==> config.mk <==
export PLATFORM = sky130hd
export DESIGN_NAME = serial_flash_loader_sequencer_unit
export DESIGN_NICKNAME = d
export VERILOG_FILES = /design/src/rtl/sfl_pkg.sv /design/src/rtl/serial_flash_loader_sequencer_unit.sv
export SDC_FILE = /design/constraint.sdc
export NUM_CORES = 1
export LEC_CHECK = 0
export BUFFER_PORTS_ARGS = -buffer_cell sky130_fd_sc_hd__buf_2
export CORE_ASPECT_RATIO = 1.1
export CORE_MARGIN = 4
export CORE_UTILIZATION = 35
export CTS_CLUSTER_SIZE = 24
export DETAILED_ROUTE_END_ITERATION = 10
export PLACE_DENSITY_LB_ADDON = 0.12
export SYNTH_ARGS = -nofsm -noshare
export SYNTH_HDL_FRONTEND = slang
export SYNTH_SLANG_ARGS = --single-unit
==> constraint.sdc <==
create_clock -name clk -period 19.96 [get_ports clk]
set_input_delay 0.998 -clock clk [delete_from_list [all_inputs] [get_ports clk]]
set_output_delay 0.998 -clock clk [all_outputs]
set_load 0.05 [all_outputs]
==> src/rtl/sfl_pkg.sv <==
// Package for the serial flash loader sequencer.
// Holds field widths, reset values, register indexes and the enum types.
// No dependencies.
package sfl_pkg;

	localparam int ADDR_W = 13;
	localparam int WORD_W = 14;
	localparam int TICK_W = 20;
	localparam int RETRY_W = 4;
	localparam int BYTE_W = 8;

	localparam logic [TICK_W-1:0] TIMEOUT_RST = 20'd380000;
	localparam logic [RETRY_W-1:0] RETRIES_RST = 4'd3;
	localparam logic [ADDR_W-1:0] REGION_START_RST = 13'h0600;
	localparam logic [ADDR_W-1:0] REGION_END_RST = 13'h0FFF;

	localparam logic [BYTE_W-1:0] SYNC_FIRST = 8'h55;
	localparam logic [BYTE_W-1:0] SYNC_SECOND = 8'hAA;

	// Configuration register indexes.
	typedef enum logic [1:0] {
		REG_TIMEOUT      = 2'd0,
		REG_MAX_RETRIES  = 2'd1,
		REG_REGION_START = 2'd2,
		REG_REGION_END   = 2'd3
	} cfg_reg_t;

	// Result event codes.
	typedef enum logic [2:0] {
		EV_HS_OK      = 3'd0,
		EV_ERASE      = 3'd1,
		EV_WRITE      = 3'd2,
		EV_DONE       = 3'd3,
		EV_PKT_TO     = 3'd4,
		EV_ABORT      = 3'd5,
		EV_HS_TO      = 3'd6
	} event_t;

	typedef enum logic [1:0] {
		PH_HANDSHAKE = 2'd0,
		PH_LOAD      = 2'd1,
		PH_STOPPED   = 2'd2
	} phase_t;

	// What a group of results caused by one input looks like.
	typedef enum logic [2:0] {
		GRP_HS_TO    = 3'd0,
		GRP_HS_OK    = 3'd1,
		GRP_PKT_TO   = 3'd2,
		GRP_ABORT    = 3'd3,
		GRP_PKT      = 3'd4,
		GRP_PKT_DONE = 3'd5
	} grp_kind_t;

endpackage

==> src/rtl/serial_flash_loader_sequencer_unit.sv <==
// Top level of the serial flash loader sequencer.
// Depends on sfl_pkg for widths, reset values, codes and enum types.
//
// Usage. The slave stream carries one event per request: tuser[0] is the
// kind (0 = received byte, 1 = one idle tick) and tdata[7:0] the byte. The
// block first waits for the sync pair 0x55, 0xAA; it then reports success,
// requests an erase of the application region and collects packets of
// 2*WORDS_PER_BLOCK bytes. Each full packet becomes WORDS_PER_BLOCK word
// writes at consecutive addresses of an aligned block, followed by a
// completion report after the block that ends the region. Idle ticks count
// toward the handshake and packet timeouts.
// The master stream carries one result per request: tuser holds the event
// code, tdata the word address and word value, and tlast marks the final
// result caused by one input event.
// An accepted event waits in the input register until the result group
// register is free. Throughput: one event per cycle while events cause no
// results. An event with n results holds the result group register until
// all n are taken (WORDS_PER_BLOCK + 1 at most, on a packet that closes the
// region); later events wait behind it, the next one in the input register.
// When the receiver stalls, the result group and the input register hold and
// tready drops; nothing is lost. Reset clears all control state and loads the
// configuration defaults. The cfg channel is always ready; the user writes it
// only while the block is idle, and the block itself does not enforce this.
module serial_flash_loader_sequencer_unit #(
	parameter int WORDS_PER_BLOCK = 4
) (
	input  logic        clk,
	input  logic        arst_n,
	// Configuration write channel.
	input  logic        cfg_valid,
	output logic        cfg_ready,
	input  logic [1:0]  cfg_index,
	input  logic [19:0] cfg_data,
	// Event input stream.
	input  logic        s_axis_tvalid,
	output logic        s_axis_tready,
	input  logic [7:0]  s_axis_tdata,   // [7:0] byte_value
	input  logic        s_axis_tuser,   // [0] event_kind
	// Result output stream.
	output logic        m_axis_tvalid,
	input  logic        m_axis_tready,
	output logic [31:0] m_axis_tdata,   // [12:0] word_address, [26:13] word_value, zero above
	output logic [2:0]  m_axis_tuser,   // [2:0] event_code
	output logic        m_axis_tlast
);

	localparam int AW = sfl_pkg::ADDR_W;
	localparam int PKT_BYTES = 2 * WORDS_PER_BLOCK;
	localparam int BCW = $clog2(PKT_BYTES);
	localparam int IDXW = $clog2(WORDS_PER_BLOCK + 1);
	localparam int WIDX = (WORDS_PER_BLOCK > 1) ? $clog2(WORDS_PER_BLOCK) : 1;
	// Width for the end-of-region check: address plus up to two blocks.
	localparam int EW = AW + $clog2(PKT_BYTES) + 1;
	// Reciprocal for the block number: floor(a / W) = (a * RECIP) >> RSH,
	// exact for every 13-bit address.
	localparam int RSH = AW + $clog2(WORDS_PER_BLOCK);
	localparam int RECIP_INT = ((1 << RSH) + WORDS_PER_BLOCK - 1) / WORDS_PER_BLOCK;
	localparam int RW = RSH + 1;
	localparam logic [RW-1:0] RECIP = RW'(RECIP_INT);
	localparam int PW = AW + RW;

	// Configuration registers.
	logic [sfl_pkg::TICK_W-1:0]  timeout_q;
	logic [sfl_pkg::RETRY_W-1:0] max_retries_q;
	logic [AW-1:0]               region_start_q;
	logic [AW-1:0]               region_end_q;

	// Input register.
	logic       valid_s1;
	logic       kind_s1;
	logic [7:0] byte_s1;

	// Sequencer state.
	sfl_pkg::phase_t             phase_q, phase_d;
	logic [7:0]                  prev_byte_q, prev_byte_d;
	logic [sfl_pkg::TICK_W-1:0]  tick_cnt_q, tick_cnt_d;
	logic [BCW-1:0]              byte_cnt_q, byte_cnt_d;
	logic [7:0]                  pkt_byte_q [PKT_BYTES];
	logic [sfl_pkg::RETRY_W-1:0] retry_cnt_q, retry_cnt_d;
	logic [AW-1:0]               wr_addr_q, wr_addr_d;
	logic [AW-1:0]               blk_q, blk_d;

	// Result group register: one group per input event with results, drained one
	// result per cycle while the receiver is ready.
	logic                   grp_valid_q;
	sfl_pkg::grp_kind_t     grp_kind_q, grp_kind_d;
	logic [IDXW-1:0]        grp_idx_q;
	logic [AW-1:0]          grp_addr_q, grp_addr_d;
	logic [sfl_pkg::WORD_W-1:0] grp_word_q [WORDS_PER_BLOCK];
	logic [sfl_pkg::WORD_W-1:0] grp_word_d [WORDS_PER_BLOCK];
	logic                   grp_load;

	logic                   adv_s1;
	logic                   slot_free;
	logic                   out_fire;
	logic [IDXW-1:0]        last_idx;

	logic [sfl_pkg::TICK_W-1:0]  tick_inc;
	logic                        tick_hit;
	logic [sfl_pkg::RETRY_W-1:0] retry_inc;
	logic                        pkt_full;
	logic [EW-1:0]               end_sum;
	logic                        region_done;
	logic [PW-1:0]               blk_prod;

	sfl_pkg::event_t        out_code;
	logic [AW-1:0]          out_addr;
	logic [sfl_pkg::WORD_W-1:0] out_word;

	// ------------------------------------------------------------------
	// Configuration port: always ready; the user writes it only while idle (not enforced).
	// ------------------------------------------------------------------
	assign cfg_ready = 1'b1;

	always_ff @(posedge clk or negedge arst_n) begin
		if (!arst_n) begin
			timeout_q      <= sfl_pkg::TIMEOUT_RST;
			max_retries_q  <= sfl_pkg::RETRIES_RST;
			region_start_q <= sfl_pkg::REGION_START_RST;
			region_end_q   <= sfl_pkg::REGION_END_RST;
		end else if (cfg_valid && cfg_ready) begin
			case (sfl_pkg::cfg_reg_t'(cfg_index))
				sfl_pkg::REG_TIMEOUT:      timeout_q      <= cfg_data;
				sfl_pkg::REG_MAX_RETRIES:  max_retries_q  <= cfg_data[sfl_pkg::RETRY_W-1:0];
				sfl_pkg::REG_REGION_START: region_start_q <= cfg_data[AW-1:0];
				sfl_pkg::REG_REGION_END:   region_end_q   <= cfg_data[AW-1:0];
				default: ;
			endcase
		end
	end

	// ------------------------------------------------------------------
	// Handshake between input register and result group register.
	// ------------------------------------------------------------------
	assign out_fire      = m_axis_tvalid && m_axis_tready;
	assign slot_free     = !grp_valid_q || (out_fire && (grp_idx_q == last_idx));
	assign adv_s1        = valid_s1 && slot_free;
	assign s_axis_tready = !valid_s1 || adv_s1;

	always_ff @(posedge clk or negedge arst_n) begin
		if (!arst_n) begin
			valid_s1 <= 1'b0;
		end else if (s_axis_tready) begin
			valid_s1 <= s_axis_tvalid;
		end
	end

	always_ff @(posedge clk) begin
		if (s_axis_tvalid && s_axis_tready) begin
			kind_s1 <= s_axis_tuser;
			byte_s1 <= s_axis_tdata;
		end
	end

	// ------------------------------------------------------------------
	// Shared arithmetic for the current event.
	// ------------------------------------------------------------------
	// The tick counter saturates rather than wrapping.
	assign tick_inc  = (&tick_cnt_q) ? tick_cnt_q : tick_cnt_q + 1'b1;
	assign tick_hit  = tick_inc >= timeout_q;
	assign retry_inc = (&retry_cnt_q) ? retry_cnt_q : retry_cnt_q + 1'b1;
	assign pkt_full  = byte_cnt_q == BCW'(PKT_BYTES - 1);
	// Completion when the block after this one would run past the region end.
	assign end_sum     = EW'(wr_addr_q) + EW'(PKT_BYTES - 1);
	assign region_done = end_sum > EW'(region_end_q);
	assign blk_prod    = PW'(region_start_q) * PW'(RECIP);

	// Words of a finished packet, little-endian; the high byte keeps six bits.
	// The closing byte comes straight from the input register.
	always_comb begin
		for (int i = 0; i < WORDS_PER_BLOCK; i++) begin
			if (i == WORDS_PER_BLOCK - 1) begin
				grp_word_d[i] = {byte_s1[5:0], pkt_byte_q[2*i]};
			end else begin
				grp_word_d[i] = {pkt_byte_q[2*i+1][5:0], pkt_byte_q[2*i]};
			end
		end
	end

	// ------------------------------------------------------------------
	// Next-state logic of the sequencer.
	// ------------------------------------------------------------------
	always_comb begin
		phase_d     = phase_q;
		prev_byte_d = prev_byte_q;
		tick_cnt_d  = tick_cnt_q;
		byte_cnt_d  = byte_cnt_q;
		retry_cnt_d = retry_cnt_q;
		wr_addr_d   = wr_addr_q;
		blk_d       = blk_q;
		case (phase_q)
			sfl_pkg::PH_HANDSHAKE: begin
				if (kind_s1) begin
					tick_cnt_d = tick_inc;
					if (tick_hit) begin
						phase_d = sfl_pkg::PH_STOPPED;
					end
				end else if (prev_byte_q == sfl_pkg::SYNC_FIRST &&
						byte_s1 == sfl_pkg::SYNC_SECOND) begin
					phase_d     = sfl_pkg::PH_LOAD;
					tick_cnt_d  = '0;
					byte_cnt_d  = '0;
					retry_cnt_d = '0;
					wr_addr_d   = region_start_q;
					blk_d       = blk_prod[RSH +: AW];
				end else begin
					prev_byte_d = byte_s1;
				end
			end
			sfl_pkg::PH_LOAD: begin
				if (kind_s1) begin
					tick_cnt_d = tick_inc;
					if (tick_hit) begin
						tick_cnt_d  = '0;
						byte_cnt_d  = '0;
						retry_cnt_d = retry_inc;
						if (retry_inc >= max_retries_q) begin
							phase_d = sfl_pkg::PH_STOPPED;
						end
					end
				end else begin
					tick_cnt_d = '0;
					byte_cnt_d = byte_cnt_q + 1'b1;
					if (pkt_full) begin
						byte_cnt_d  = '0;
						retry_cnt_d = '0;
						if (region_done) begin
							phase_d = sfl_pkg::PH_STOPPED;
						end else begin
							wr_addr_d = wr_addr_q + AW'(WORDS_PER_BLOCK);
							blk_d     = blk_q + 1'b1;
						end
					end
				end
			end
			default: ;
		endcase
	end

	// ------------------------------------------------------------------
	// Result group selection for the current event.
	// ------------------------------------------------------------------
	always_comb begin
		grp_load   = 1'b0;
		grp_kind_d = sfl_pkg::GRP_HS_TO;
		grp_addr_d = '0;
		case (phase_q)
			sfl_pkg::PH_HANDSHAKE: begin
				if (kind_s1) begin
					grp_load = tick_hit;
				end else if (prev_byte_q == sfl_pkg::SYNC_FIRST &&
						byte_s1 == sfl_pkg::SYNC_SECOND) begin
					grp_load   = 1'b1;
					grp_kind_d = sfl_pkg::GRP_HS_OK;
					grp_addr_d = region_start_q;
				end
			end
			sfl_pkg::PH_LOAD: begin
				if (kind_s1) begin
					grp_load   = tick_hit;
					grp_kind_d = (retry_inc >= max_retries_q) ? sfl_pkg::GRP_ABORT
						: sfl_pkg::GRP_PKT_TO;
				end else begin
					grp_load   = pkt_full;
					grp_kind_d = region_done ? sfl_pkg::GRP_PKT_DONE : sfl_pkg::GRP_PKT;
					// Base of the aligned block that holds the write address.
					grp_addr_d = AW'(blk_q * AW'(WORDS_PER_BLOCK));
				end
			end
			default: ;
		endcase
	end

	always_ff @(posedge clk or negedge arst_n) begin
		if (!arst_n) begin
			phase_q     <= sfl_pkg::PH_HANDSHAKE;
			prev_byte_q <= '0;
			tick_cnt_q  <= '0;
			byte_cnt_q  <= '0;
			retry_cnt_q <= '0;
			wr_addr_q   <= sfl_pkg::REGION_START_RST;
		end else if (adv_s1) begin
			phase_q     <= phase_d;
			prev_byte_q <= prev_byte_d;
			tick_cnt_q  <= tick_cnt_d;
			byte_cnt_q  <= byte_cnt_d;
			retry_cnt_q <= retry_cnt_d;
			wr_addr_q   <= wr_addr_d;
		end
	end

	// Block number and packet bytes are always written before they are read.
	always_ff @(posedge clk) begin
		if (adv_s1) begin
			blk_q <= blk_d;
			if (phase_q == sfl_pkg::PH_LOAD && !kind_s1) begin
				pkt_byte_q[byte_cnt_q] <= byte_s1;
			end
		end
	end

	// ------------------------------------------------------------------
	// Result group register and output sequencing.
	// ------------------------------------------------------------------
	always_ff @(posedge clk or negedge arst_n) begin
		if (!arst_n) begin
			grp_valid_q <= 1'b0;
			grp_kind_q  <= sfl_pkg::GRP_HS_TO;
			grp_idx_q   <= '0;
		end else if (adv_s1) begin
			grp_valid_q <= grp_load;
			grp_kind_q  <= grp_kind_d;
			grp_idx_q   <= '0;
		end else if (out_fire) begin
			if (grp_idx_q == last_idx) begin
				grp_valid_q <= 1'b0;
			end else begin
				grp_idx_q <= grp_idx_q + 1'b1;
			end
		end
	end

	always_ff @(posedge clk) begin
		if (adv_s1 && grp_load) begin
			grp_addr_q <= grp_addr_d;
			grp_word_q <= grp_word_d;
		end
	end

	always_comb begin
		last_idx = '0;
		out_code = sfl_pkg::EV_HS_TO;
		out_addr = '0;
		out_word = '0;
		case (grp_kind_q)
			sfl_pkg::GRP_HS_TO: begin
				out_code = sfl_pkg::EV_HS_TO;
			end
			sfl_pkg::GRP_HS_OK: begin
				last_idx = IDXW'(1);
				if (grp_idx_q == '0) begin
					out_code = sfl_pkg::EV_HS_OK;
				end else begin
					out_code = sfl_pkg::EV_ERASE;
					out_addr = grp_addr_q;
				end
			end
			sfl_pkg::GRP_PKT_TO: begin
				out_code = sfl_pkg::EV_PKT_TO;
			end
			sfl_pkg::GRP_ABORT: begin
				last_idx = IDXW'(1);
				out_code = (grp_idx_q == '0) ? sfl_pkg::EV_PKT_TO : sfl_pkg::EV_ABORT;
			end
			sfl_pkg::GRP_PKT, sfl_pkg::GRP_PKT_DONE: begin
				last_idx = (grp_kind_q == sfl_pkg::GRP_PKT_DONE) ? IDXW'(WORDS_PER_BLOCK)
					: IDXW'(WORDS_PER_BLOCK - 1);
				if (grp_idx_q < IDXW'(WORDS_PER_BLOCK)) begin
					out_code = sfl_pkg::EV_WRITE;
					// Word addresses wrap within the address width.
					out_addr = grp_addr_q + AW'(grp_idx_q);
					out_word = grp_word_q[grp_idx_q[WIDX-1:0]];
				end else begin
					out_code = sfl_pkg::EV_DONE;
				end
			end
			default: ;
		endcase
	end

	assign m_axis_tvalid = grp_valid_q;
	assign m_axis_tuser  = out_code;
	assign m_axis_tdata  = {5'b0, out_word, out_addr};
	assign m_axis_tlast  = grp_idx_q == last_idx;

	// ------------------------------------------------------------------
	// Assertions.
	// ------------------------------------------------------------------
	// Once stopped, only reset leaves the stopped phase.
	a_stop_sticky: assert property (@(posedge clk) disable iff (!arst_n)
		phase_q == sfl_pkg::PH_STOPPED |=> phase_q == sfl_pkg::PH_STOPPED)
		else $error("sequencer left the stopped phase");

	// The drain index never runs past the last result of its group.
	a_idx_range: assert property (@(posedge clk) disable iff (!arst_n)
		grp_valid_q |-> grp_idx_q <= last_idx)
		else $error("result index beyond its group");

	// Input backpressure only while an event waits in the input register.
	a_ready_cause: assert property (@(posedge clk) disable iff (!arst_n)
		!s_axis_tready |-> valid_s1 && grp_valid_q)
		else $error("input stalled with no pending work");

	// A stopped sequencer never starts a new result group.
	a_stop_silent: assert property (@(posedge clk) disable iff (!arst_n)
		adv_s1 && phase_q == sfl_pkg::PH_STOPPED |=> !grp_valid_q)
		else $error("result produced while stopped");

endmodule
**Word level (Yosys, flattened, before mapping)**

Memory sizes are Yosys's and may differ from the RTL's. A register that Yosys moved wholly into a read port is not among the register bits.
Cells that the tools add are included.

- Add/sub/neg operators: 8
- $lt $le $gt $ge: 5
- Equality and inequality tests: 25
- Mux-type cells: 77
- Bitwise gates (word level): 3
- Reduce and logical (&&, ||, !) cells: 34

Operator list:

| operator | count |
|---|---|
| two-way mux 13 bit | 15 |
| case mux 13 bit (2 select lines) | 4 |
| two-way mux 20 bit | 5 |
| two-way mux 14 bit | 4 |
| case mux 20 bit (2 select lines) | 1 |
| two-way mux 3 bit | 10 |
| binary-select mux 14 bit (select 2 bit) | 1 |
| two-way mux 4 bit | 6 |
| adder 20 x 1 -> 20 bit, second input constant | 1 |
| >= comparator 20 bit | 1 |
| AND reduction 20 bit | 1 |
| != test 3 bit, second input constant | 6 |
| case mux 3 bit (2 select lines) | 3 |
| two-way mux 1 bit | 16 |
| two-way mux 2 bit | 8 |
| adder 13 x 3 -> 14 bit, second input constant | 1 |
| greater-than comparator 14 x 13 -> 1 bit | 1 |
| adder 13 x 1 -> 13 bit, second input constant | 1 |
| adder 13 x 3 -> 13 bit | 1 |
| adder 13 x 3 -> 13 bit, second input constant | 1 |
| case mux 3 bit (4 select lines) | 1 |
| AND reduction 2 bit | 6 |
| != test 2 bit, second input constant | 5 |
| == test 3 bit, second input constant | 3 |
| 31 further kinds | 50 |

- Flip-flop bits (word level): 157
- RAM bits: 64
- Input bits: 36
- Output and inout bits: 39
- Memories kept: 1

Memory list:

| memory | words | bits a word | read ports | clocked after Yosys merged registers in | write ports | RTL line | source |
|---|---|---|---|---|---|---|---|
| pkt_byte_q | 8 | 8 | 7 | 7 | 1 | serial_flash_loader_sequencer_unit.sv:78 | `logic [7:0] pkt_byte_q [PKT_BYTES];` |

**Longest topological paths before layout**

- Word-level depth: 9
- Gate-level depth with buffers: 16
- Gate-level depth less buffers: 15

**Worst setup path after synthesis**

Ideal clock, no wire load.

- Path type: register to register
- From: register tick_cnt_q[3] (netlist name)
- To: register grp_addr_q[0], enable pin
- Library setup time: 871 ps
- Arrival: 14064 ps
- Required time: 19089 ps
- Setup slack: 5025 ps
- Cell stages (with the launch flop): 14
- Buffers on the path: 1
- Clock period less this slack: 14935 ps
- Path through: dfrtp_1 clkbuf_1 nand4_1 nor2_1 and3_1 or3b_1 nor2_1 mux2_2 ha_1 nand4_1 or4_1 o22ai_1 nor2_1 a2111oi_0

- Word-level cells in the longest chain between the ends: 6
- Elaborated cells on any way between the ends: 8
- Those cells by class: 1 x add/sub; 1 x order compare; 4 x mux; 2 x reduce/logical

RTL lines:

| element | RTL line | source |
|---|---|---|
| start, declared | serial_flash_loader_sequencer_unit.sv:76 | `logic [sfl_pkg::TICK_W-1:0] tick_cnt_q, tick_cnt_d;` |
| start signal, assigned | serial_flash_loader_sequencer_unit.sv:285 | `tick_cnt_q <= tick_cnt_d;` |
| adder 20 x 1 -> 20 bit or AND reduction 20 bit (tied branches) | serial_flash_loader_sequencer_unit.sv:159 | `assign tick_inc = (&tick_cnt_q) ? tick_cnt_q : tick_cnt_q + 1'b1;` |
| two-way mux 20 bit * | serial_flash_loader_sequencer_unit.sv:159 |  |
| >= comparator 20 bit * | serial_flash_loader_sequencer_unit.sv:160 | `assign tick_hit = tick_inc >= timeout_q;` |
| two-way mux 1 bit (on tied branches) | serial_flash_loader_sequencer_unit.sv:259, serial_flash_loader_sequencer_unit.sv:249 |  |
| case mux 1 bit (2 select lines) * | serial_flash_loader_sequencer_unit.sv:247 | `case (phase_q)` |
| logical AND 1 bit * | serial_flash_loader_sequencer_unit.sv:324 | `if (adv_s1 && grp_load) begin` |
| end signal, assigned | serial_flash_loader_sequencer_unit.sv:325 | `grp_addr_q <= grp_addr_d;` |
| end, declared | serial_flash_loader_sequencer_unit.sv:88 | `logic [AW-1:0] grp_addr_q, grp_addr_d;` |

Mark *: on every way between the ends. The rest lies on a longest branch, timed or not.
A chain may end at the register's enable or synchronous reset.

**Final worst setup path**

- From: register tick_cnt_q[4] (netlist name)
- To: register grp_addr_q[6], enable pin

The elaborated chain is that of the path after synthesis.

==> reports/results.tsv <==
metric	value	unit
worst path cell trace	nand4_1, nor2_1, and3_1, or3b_1, nor2_1, mux2_2, ha_1, nand4_1, or4_1, o22ai_1, nor2_1, a2111oi_2, buf_4	
adder-cell share of the synthesized area	0.05353	
Routability Congestion	0.7729	
reg2reg end	grp_addr_q[6]$_DFFE_PP_	
row cnt	71	
Synth Warn #	0	
# IOs	75	
critical path class	flip-flop to flip-flop	
largest net degree at the start of global routing	74	
Post-Route WL	27440	um
HP Class	input pin to asynchronous set/reset pin	
global-route wire length before repair	43880	um
RSZ-0062 raised after global routing	no	
# clock sinks	247	
vias in the first global route	7853	
syn avg cell area	12.05	um^2
placed cell count	1479	
TritonCTS clock tree	built	
Routed wire per std cell	17.93	um
non-filler instance count after layout	1531	
worst slew pin tran	1.120	ns
Initial Util	0.3536	
maximum clock frequency	0.1941	GHz
Final ANT Viol Nets	0	
cell depth of the worst flop-to-flop path	13	
Die W	185	um
Final Hold Vio Count	0	
DRT Pass-1 Iters	7	
post-synthesis async set-or-reset flop share	0.4372	
worst-path fanout max	70	
Clock Path Buffers	3	
met1 usage in global routing	0.2036	
post-synthesis compound-gate area fraction	0.1111	
DR vias	7840	
Worst R2R Setup Slack	14.81	ns
fin crit share	0.2581	
Slew headroom	0.2474	
max cap viols	0	
grt total ovfl	0	
initial antenna violation count	0	
main combinational cell family by area after synthesis	simple AND/OR/NAND/NOR gates	
Distinct cells, synth	75	
IO Port Bufs	68	
most frequent cell after synthesis	edfxtp_1	
Slew Limit Fails	0	
xor and xnor area share after synthesis	0.02541	
share of cells above drive strength 1	0.2095	
clk root buf	clkbuf_16	
top post-synthesis cells by count	139 x edfxtp_1, 97 x nand2_1, 82 x dfrtp_1, 68 x o21ai_0, 59 x inv_1	
vias per cell	5.121	
die outline height	202.7	um
FILL cells	3297	
largest stage delay on the critical path	0.73	ns
peak supply drop	0.00006035	V
CP endpoint kind	flip-flop	
Post-CTS Setup Inserts	0	
initial drt markers	506	
CTS clk-pin slew, worst paths	0.06	ns
Area Growth Syn to Fin	14.78	%
Worst EP required	20.12	ns
Residual DRC	0	
Post-Syn Area	12060	um^2
Synth area leaders	edfxtp_1 35%, dfrtp_1 17%, dfstp_2 5.7%	
EDFF count, synth	139	
RR Startpoint	tick_cnt_q[4]$_DFFE_PN0P_	
Synth Instances	1001	
Worst setup SP type	flip-flop	
PwrDens	122.2	nW/um^2
CP max stage cell	buf_4	
ys flop type	edfxtp_1	
mux share of post-synthesis cell area	0.07116	
H-tree levels	1	
post-synthesis simple-gate area fraction	0.1294	
post-synthesis register bit count	247	
top-area cell type share of the netlist area	0.3461	
Clock Latency Late Sink	0.57	ns
Min Clock Period, post-route	5.151	ns
Final setup viols	0	
die area	37500	um^2
dpl hpwl	19300	um
layout net count	1158	
core area	34110	um^2
met3 Usage GRT	0.02078	
n_diodes	0	
Setup TNS Final	0	ns
M2 GR Usage	0.2418	
hold_buf cts	0	
leading area contributor after synthesis	edfxtp_1	
total CTS buffers	28	
Total GRT Usage	0.1458	
Seq/Total Area, Yosys	0.5728	
Leak	5.532	nW
Max Clock Skew	0.04509	ns
busiest grt layer	met2	
status	finished clean	
CP most frequent cell	nor2_1	
Resize count post-CTS	0	
arrival time at the worst endpoint	5.31	ns
==> metal layers <==
metal,vias up,share of wire
li1,3845,-
met4,0,0.020
met5,-,0
met1,3811,0.47
met2,146,0.47
met3,38,0.038
==> cell usage in the layout, fill, tap and decap left out, drive strengths merged, types with 8 or more instances in the layout <==
cell type,netlist,layout
inv,59,60
clkinv,0,8
nor2,46,46
ha,50,50
and3,29,29
xor2,13,13
o21ai,74,74
o211ai,8,8
dfstp,26,26
clkbuf,28,35
nor3,18,18
a22o,21,21
nand4,18,18
buf,18,82
edfxtp,139,139
a21oi,24,24
mux4,14,14
xnor2,22,22
nand3,34,34
nand2b,10,10
mux2,47,47
dfrtp,82,82
a21o,10,10
nand2,98,98
==> how the worst max path moves through the flow <==
| stage | startpoint | slack (ns) | cells after the start | endpoint |
|---|---|---|---|---|
| after global placement | tick_cnt_q[3]$_DFFE_PN0P_ | 14.88 | 13 | grp_word_q[53]$_DFFE_PP_ |
| after detailed placement | tick_cnt_q[3]$_DFFE_PN0P_ | 14.83 | 13 | grp_word_q[11]$_DFFE_PP_ |
| after floorplan | tick_cnt_q[3]$_DFFE_PN0P_ | 5.03 | 13 | grp_addr_q[0]$_DFFE_PP_ |
| after global routing | tick_cnt_q[4]$_DFFE_PN0P_ | 14.38 | 13 | grp_addr_q[6]$_DFFE_PP_ |
| after CTS | tick_cnt_q[4]$_DFFE_PN0P_ | 14.75 | 13 | grp_addr_q[8]$_DFFE_PP_ |
| final | tick_cnt_q[4]$_DFFE_PN0P_ | 14.81 | 13 | grp_addr_q[6]$_DFFE_PP_ |
==> layout make-up <==
cell class,count,area [um^2],area share
clock inverters,17,220.2,0.01591
inverters,59,221.5,0.01600
flip-flops and latches,247,6909,0.4991
repair buffers,82,447.9,0.03235
well taps,438,548.0,0.03958
clock buffers,35,747.0,0.05395
multi-input cells,653,4751,0.3432
==> where the power goes <==
group	internal (mW)	switching, mW	total (mW)
Clock	0.319	0.210	0.529
Sequential	0.630	0.0753	0.705
Combinational	0.167	0.290	0.457
Total	1.12	0.576	1.69
==> critical path: cells and delay by family, from the launching register on <==
kind | cells | cell delay, ns
AOI/OAI and AO/OA | 2 | 0.69
adders and majority gates | 1 | 0.30
buffers and inverters | 1 | 0.73
DFF | 1 | 0.46
muxes | 1 | 0.36
and+or+nand+nor | 8 | 2.17
==> flip-flops by register name (all words and copies together) (netlist names), 4 cells and up <==
signal / count
blk_q: 11
byte_s1: 8
grp_addr_q: 13
grp_word_q: 56
max_retries_q: 4
pkt_byte_q: 50
prev_byte_q: 8
region_end_q: 13
region_start_q: 13
retry_cnt_q: 4
tick_cnt_q: 20
timeout_q: 20
wr_addr_q: 13
==> through the flow <==
step / util / total power, mW / setup slack [ns] / hold slack [ns] / area (um^2)
after detailed placement: 0.3775 / 1.178 / 14.83 / 0.4045 / 12880
after global routing: 0.4058 / 1.793 / 14.38 / 0.4145 / 13840
after floorplan: - / 1.050 / 5.025 / 0.4003 / 12080
after global placement: 0.3775 / 1.172 / 14.88 / 0.4007 / 12880
after CTS: 0.4058 / 1.717 / 14.75 / 0.3842 / 13840
final: 0.4058 / 1.691 / 14.81 / 0.3954 / 13840
==> logic make-up (layout without fill, tap and decap cells) <==
logic type / after synthesis / count (layout)
fa+ha+maj: 51 / 51
mux: 62 / 62
flops: 247 / 247
simple gates: 303 / 303
other cells: 2 / 6
xor+xnor: 35 / 35
compound gates: 196 / 196
buf+inv: 105 / 193
Power figures use the tool's default switching activity.
